### src/bas_pkg.sv
// Package for the bounded array set: transfer payload types, operation codes,
// controller states and the per-cell control group. No dependencies.
`default_nettype none
package bas_pkg;

  typedef enum logic [1:0] {
    MODE_INSERT = 2'd0,
    MODE_REMOVE = 2'd1,
    MODE_QUERY  = 2'd2,
    MODE_CLEAR  = 2'd3
  } bas_mode_t;

  typedef struct packed {
    bas_mode_t   mode;
    logic [31:0] element;
  } bas_in_t;

  typedef struct packed {
    logic       was_present;
    logic       changed;
    logic       full_drop;
    logic [7:0] member_count;
  } bas_out_t;

  typedef enum logic {
    ST_IDLE = 1'b0,
    ST_EXEC = 1'b1
  } bas_state_t;

  typedef struct packed {
    logic ins_en;
    logic rem_en;
  } bas_ctl_t;

endpackage
`default_nettype wire

### src/bas_cell.sv
// One storage cell of the set chain: holds one entry, compares it against the operand,
// passes the found flag up, takes the operand on insert if it is the first free cell,
// and takes its upper neighbour's entry on removal. Depends on bas_pkg.
`default_nettype none
module bas_cell import bas_pkg::*; #(
  parameter int IDX = 0,
  parameter int EW  = 32,
  parameter int CW  = 8
) (
  input  wire logic          clk,
  input  wire bas_ctl_t      ctl,
  input  wire logic [EW-1:0] elem,
  input  wire logic [CW-1:0] count,
  input  wire logic [EW-1:0] next_entry,
  input  wire logic          seen_in,
  output logic               seen_out,
  output logic [EW-1:0]      entry
);

  logic [EW-1:0] entry_r;
  logic [EW-1:0] entry_nxt;
  logic          occupied;
  logic          match;

  assign occupied = count > CW'(IDX);
  assign match    = occupied && (entry_r == elem);
  assign seen_out = seen_in | match;
  assign entry    = entry_r;

  always_comb begin
    entry_nxt = entry_r;
    if (ctl.ins_en && (count == CW'(IDX))) begin
      entry_nxt = elem;
    end else if (ctl.rem_en && seen_out) begin
      entry_nxt = next_entry;
    end
  end

  always_ff @(posedge clk) begin
    entry_r <= entry_nxt;
  end

endmodule
`default_nettype wire

### config.mk
export PLATFORM = sky130hd
export DESIGN_NAME = bas_cell
export DESIGN_NICKNAME = d
export VERILOG_FILES = /design/src/bas_pkg.sv /design/src/bas_cell.sv
export SDC_FILE = /design/constraint.sdc
export NUM_CORES = 1
export LEC_CHECK = 0
export BUFFER_PORTS_ARGS = -buffer_cell sky130_fd_sc_hd__buf_2
export CORE_MARGIN = 1
export CORE_UTILIZATION = 39
export CTS_CLUSTER_SIZE = 16
export DETAILED_ROUTE_END_ITERATION = 8
export PLACE_DENSITY_LB_ADDON = 0.25
export SYNTH_ARGS = -nofsm -noshare
export SYNTH_HDL_FRONTEND = slang
export SYNTH_SLANG_ARGS = --single-unit
### constraint.sdc
create_clock -name clk -period 2.3 [get_ports clk]
set_input_delay 0.345 -clock clk [delete_from_list [all_inputs] [get_ports clk]]
set_output_delay 0.345 -clock clk [all_outputs]
set_load 0.1 [all_outputs]
## After elaboration in Yosys (flattened, before gate mapping)

Index checks and enable logic that the tools add are counted.

- Equal/unequal tests: 1
- Bitwise operators: 1
- Multiplexer cells: 2
- Reductions and logical operators: 5
- Order comparisons: 1

Operators with widths:

| operator | number |
|---|---|
| $mux 32 | 2 |
| $eq 32x32->1 | 1 |
| $gt 8x1->1 const B | 1 |
| $logic_not 8->1 | 1 |
| $logic_and 1x1->1 | 3 |
| $reduce_bool 2->1 | 1 |
| $or 1x1->1 | 1 |

- Register bits: 32
- Logic and storage cells: 11
- Input bits: 76

## Depth between registers and ports, before layout

- Depth after elaboration: 6
- Mapped depth: 6
- Gate-level depth less buffers: 5

## Least setup slack after synthesis

OpenSTA, ideal clock, no wires.

- Kind: flip-flop to output port
- From: register entry_r[22], in the netlist entry[22]
- To: output port seen_out
- Path slack: -612 ps
- Data arrival time: 2567 ps
- Buffers on the path: 0
- Stages on the path, launching flop included: 6
- Cells stage by stage: edfxtp_1 xnor2_1 nand2_1 or4_1 nor3_1 a21o_1

- Cells in the longest elaborated chain, start to end: 3

RTL lines:

| item | line | RTL |
|---|---|---|
| start, declared | bas_cell.sv:20 | `logic [EW-1:0] entry_r;` |
| start signal, assigned | bas_cell.sv:40 | `entry_r <= entry_nxt;` |
| $eq 32x32->1 | bas_cell.sv:26 | `assign match = occupied && (entry_r == elem);` |
| $logic_and 1x1->1 | bas_cell.sv:26 |  |
| $or 1x1->1 | bas_cell.sv:27 | `assign seen_out = seen_in \| match;` |
| end, declared | bas_cell.sv:16 | `output logic seen_out,` |

No other way between the ends.

## Worst setup path in the final report

- From: register entry_r[2], in the netlist entry[2]
- To: output port seen_out

Same word-level chain as after synthesis.

==> key figures <==
Status
  – Status: finished, violations left
  – Failing checks: design-rule violations

Finish
  – # diodes: 0
  – Final #Nets: between 300 and 400
  – Most common library cell in the layout ignoring fill and taps: buf_2
  – Multi-input gate area: 913.4 sq um
  – Synthesis-to-finish area growth: 41.03%
  – Fill cells: 369
  – Post-route cell area: 2628 sq um
  – Max reg flops: 32
  – Register area: 960.9 sq um
  – Finished Layout Cells: 287
  – Most frequent cells in the layout: buf_2, edfxtp_1, mux2_4, xnor2_1, xor2_1
  – Layout cell share with drive strength beyond 1: 66.81%

Global route
  – GRT overflow: 0
  – Tot GR Track Use: 16.33%
  – Initial antenna violation count: 0
  – Largest net degree at the start of global routing: 17
  – Global-route wire length before repair: 6.161 mm
  – Number of global-route vias before repair: 1394

Timing
  – Peak Freq: 440.0 MHz
  – # setup viols final: 0
  – Tmin final: ~2.3 ns
  – Worst Tran Pin Value: just under 0.5 ns
  – Final period utilization: between 90% and 100%
  – RSZ-0062 raised after global routing: true
  – Post-Route Skew: 0.006094 ns
  – Relative slew margins: 67.50%
  – Final Slew Violations: 0
  – Hold Vio Cnt, Final: 0

Synthesis
  – Avg Synthesized Cell Area: 15.66 sq um
  – Area contributors post-synth: edfxtp_1, mux2_4, xnor2_1, xor2_1, buf_6
  – Top cell type by total area after synthesis: edfxtp_1
  – Synth Register Bits: 32
  – Area fraction of the dominant cell type after synthesis: 51.58%
  – Syn_nets: 195
  – Syn Inst Count: ~120
  – Synth warn: 0
  – Post-Syn Area: 1863 sq um
  – Seq/Total Area, Yosys: between 50% and 60%
  – Synth unique cells: 16

Detailed routing
  – Via density: 4.767
  – Drt initial violations: 50
  – Vias: 1368
  – Drt pass-1 iters: 6
  – Drc violations: 8
  – Drt wl/cell: 14.00 um
  – Final WL: 4.017 mm
  – ANT nets after route: 0

Clocking
  – Clock Tree Buf Depth: 2
  – Post-CTS Setup Inserts: 0
  – H-tree depth: 2
  – Clk slew on worst S/H paths: 0.06 ns
  – Root Buffer: clkbuf_8
  – CTS sink cnt: 32
  – Clk_lat worst skew: ~0.27 ns
  – CTS tree: yes
  – Clock buffer count from CTS: 5

Worst setup path
  – CP startpoint kind: flip-flop
  – Crit path DAT: just under 2 ns
  – CP required: 1.96 ns
  – Critical path capture point type: output pin
  – Crit path kind: reg2out
  – Critical path peak fanout: 2

Floorplanning
  – IO Pins: 109
  – Die H: 71.12 um
  – DIE WIDTH: 71.12 um
  – Initial Util: between 40% and 50%
  – Num rows: 24
  – Core box area: 4474 sq um
  – Full die area: 5057 sq um

Power
  – Leakage power: 0.001235 uW
  – Power Internal: 1052 uW
  – Comb power frac: about a third
  – Net Sw Power: 589.3 uW
  – Clock power share: 23.8%
  – Flop pwr share: 43.5%
  – Switching Fraction: a little over a third
  – P per Cell Area: 624.8 nW/um^2
  – VDD IR max: 0.2856 mV

Placed design
  – Placed insts: 280
  – Placed cell areas: approximately 2500 sq um
  – # port buffers: ~110
  – Final GP Congestion: 0.7229

Min path
  – Hold crit path type: in2reg

Job
  – Total of max-cap violations: 0
synth_stat cells:
master    instances
edfxtp_1         32
nand4_1           4
buf_6             3
mux2_2            3
xnor2_1          18
a31o_2            1
or4_1             3
nand2_2           1
xor2_1           14
nand2_1           3
nor2_1            1
mux2_4           29
nand3_1           1
a21o_1            1
nor4_1            3
nor3_1            2
power groups by stage:
stage / Clock (uW) / Combinational, uW / Sequential, uW
2_1_floorplan: 0 / 114 / 1000
3_3_place_gp: 0 / 531 / 727
3_5_place_dp: 0 / 534 / 726
4_1_cts: 405 / 540 / 715
5_1_grt: 429 / 560 / 719
6_report: 390 / 537 / 715
worst max-delay path, cell delays in order (launching register included):
cell	delay, ns
edfxtp_1	0.40
xor2_1	0.15
or4_1	0.54
nor3_2	0.21
a21o_4	0.17
buf_12	0.16
through the flow:
step | hold slack, ns | setup TNS (ns) | worst slack [ns] | util, % | power, uW
floorplan | 0.5625 | -8.757 | -0.2676 | - | 1119
global placement | 0.6482 | 0 | 0.1043 | 56.46 | 1258
detailed placement | 0.6508 | 0 | 0.05349 | 56.46 | 1260
CTS | 0.3575 | 0 | 0.002300 | 58.72 | 1660
global route | 0.3555 | -0.04553 | -0.04553 | 58.72 | 1708
finish | 0.3643 | 0 | 0.02713 | 58.72 | 1642
cell families after synthesis:
logic type             Yosys count  synth area share (%)
buffers and inverters            3                 1.813
flip-flops                      32                 51.58
AO/OA/AOI/OAI                    2                0.8733
AND/OR/NAND/NOR                 18                 5.507
XOR/XNOR                        32                 15.04
multiplexers                    32                 25.18
routing by layer:
| metal | part of all wire (%) | up-vias | track usage, % | wire length [um] |
|---|---|---|---|---|
| li1 | - | 682 | - | - |
| met1 | 43 | 610 | 20.22 | 1727 |
| met2 | 49 | 72 | 27.88 | 1955 |
| met3 | 7.7 | 4 | 5.128 | 308 |
| met4 | 0.62 | 0 | 4.000 | 25 |
| met5 | 0 | - | 0 | 0 |
area by class of cell:
class / instances / area share (%)
clock buffers: 6 / 2.762
flip-flops and latches: 32 / 36.57
multi-input cells: 84 / 34.76
repair buffers: 112 / 23.24
well taps: 52 / 2.476
clock inverters: 1 / 0.1905
timing repair:
action / 4_1_cts / 5_1_grt
resized for setup: 4 / 0
pin swaps: 2 / 2
setup endpoints to repair: 1 / 1
hold buffers: 0 / 0
final timing paths:
path,startpoint,to,slack [ns],cells past startpoint
worst min-delay path,next_entry[2],entry[2]$_DFFE_PP_,0.36,2
worst max-delay path,entry[2]$_DFFE_PP_,seen_out,0.03,5
worst min register to register,entry[5]$_DFFE_PP_,entry[23]$_DFFE_PP_,1.15,5
worst max register to register,entry[2]$_DFFE_PP_,entry[21]$_DFFE_PP_,0.31,5
Note: power is estimated with default switching activity, not from simulation.
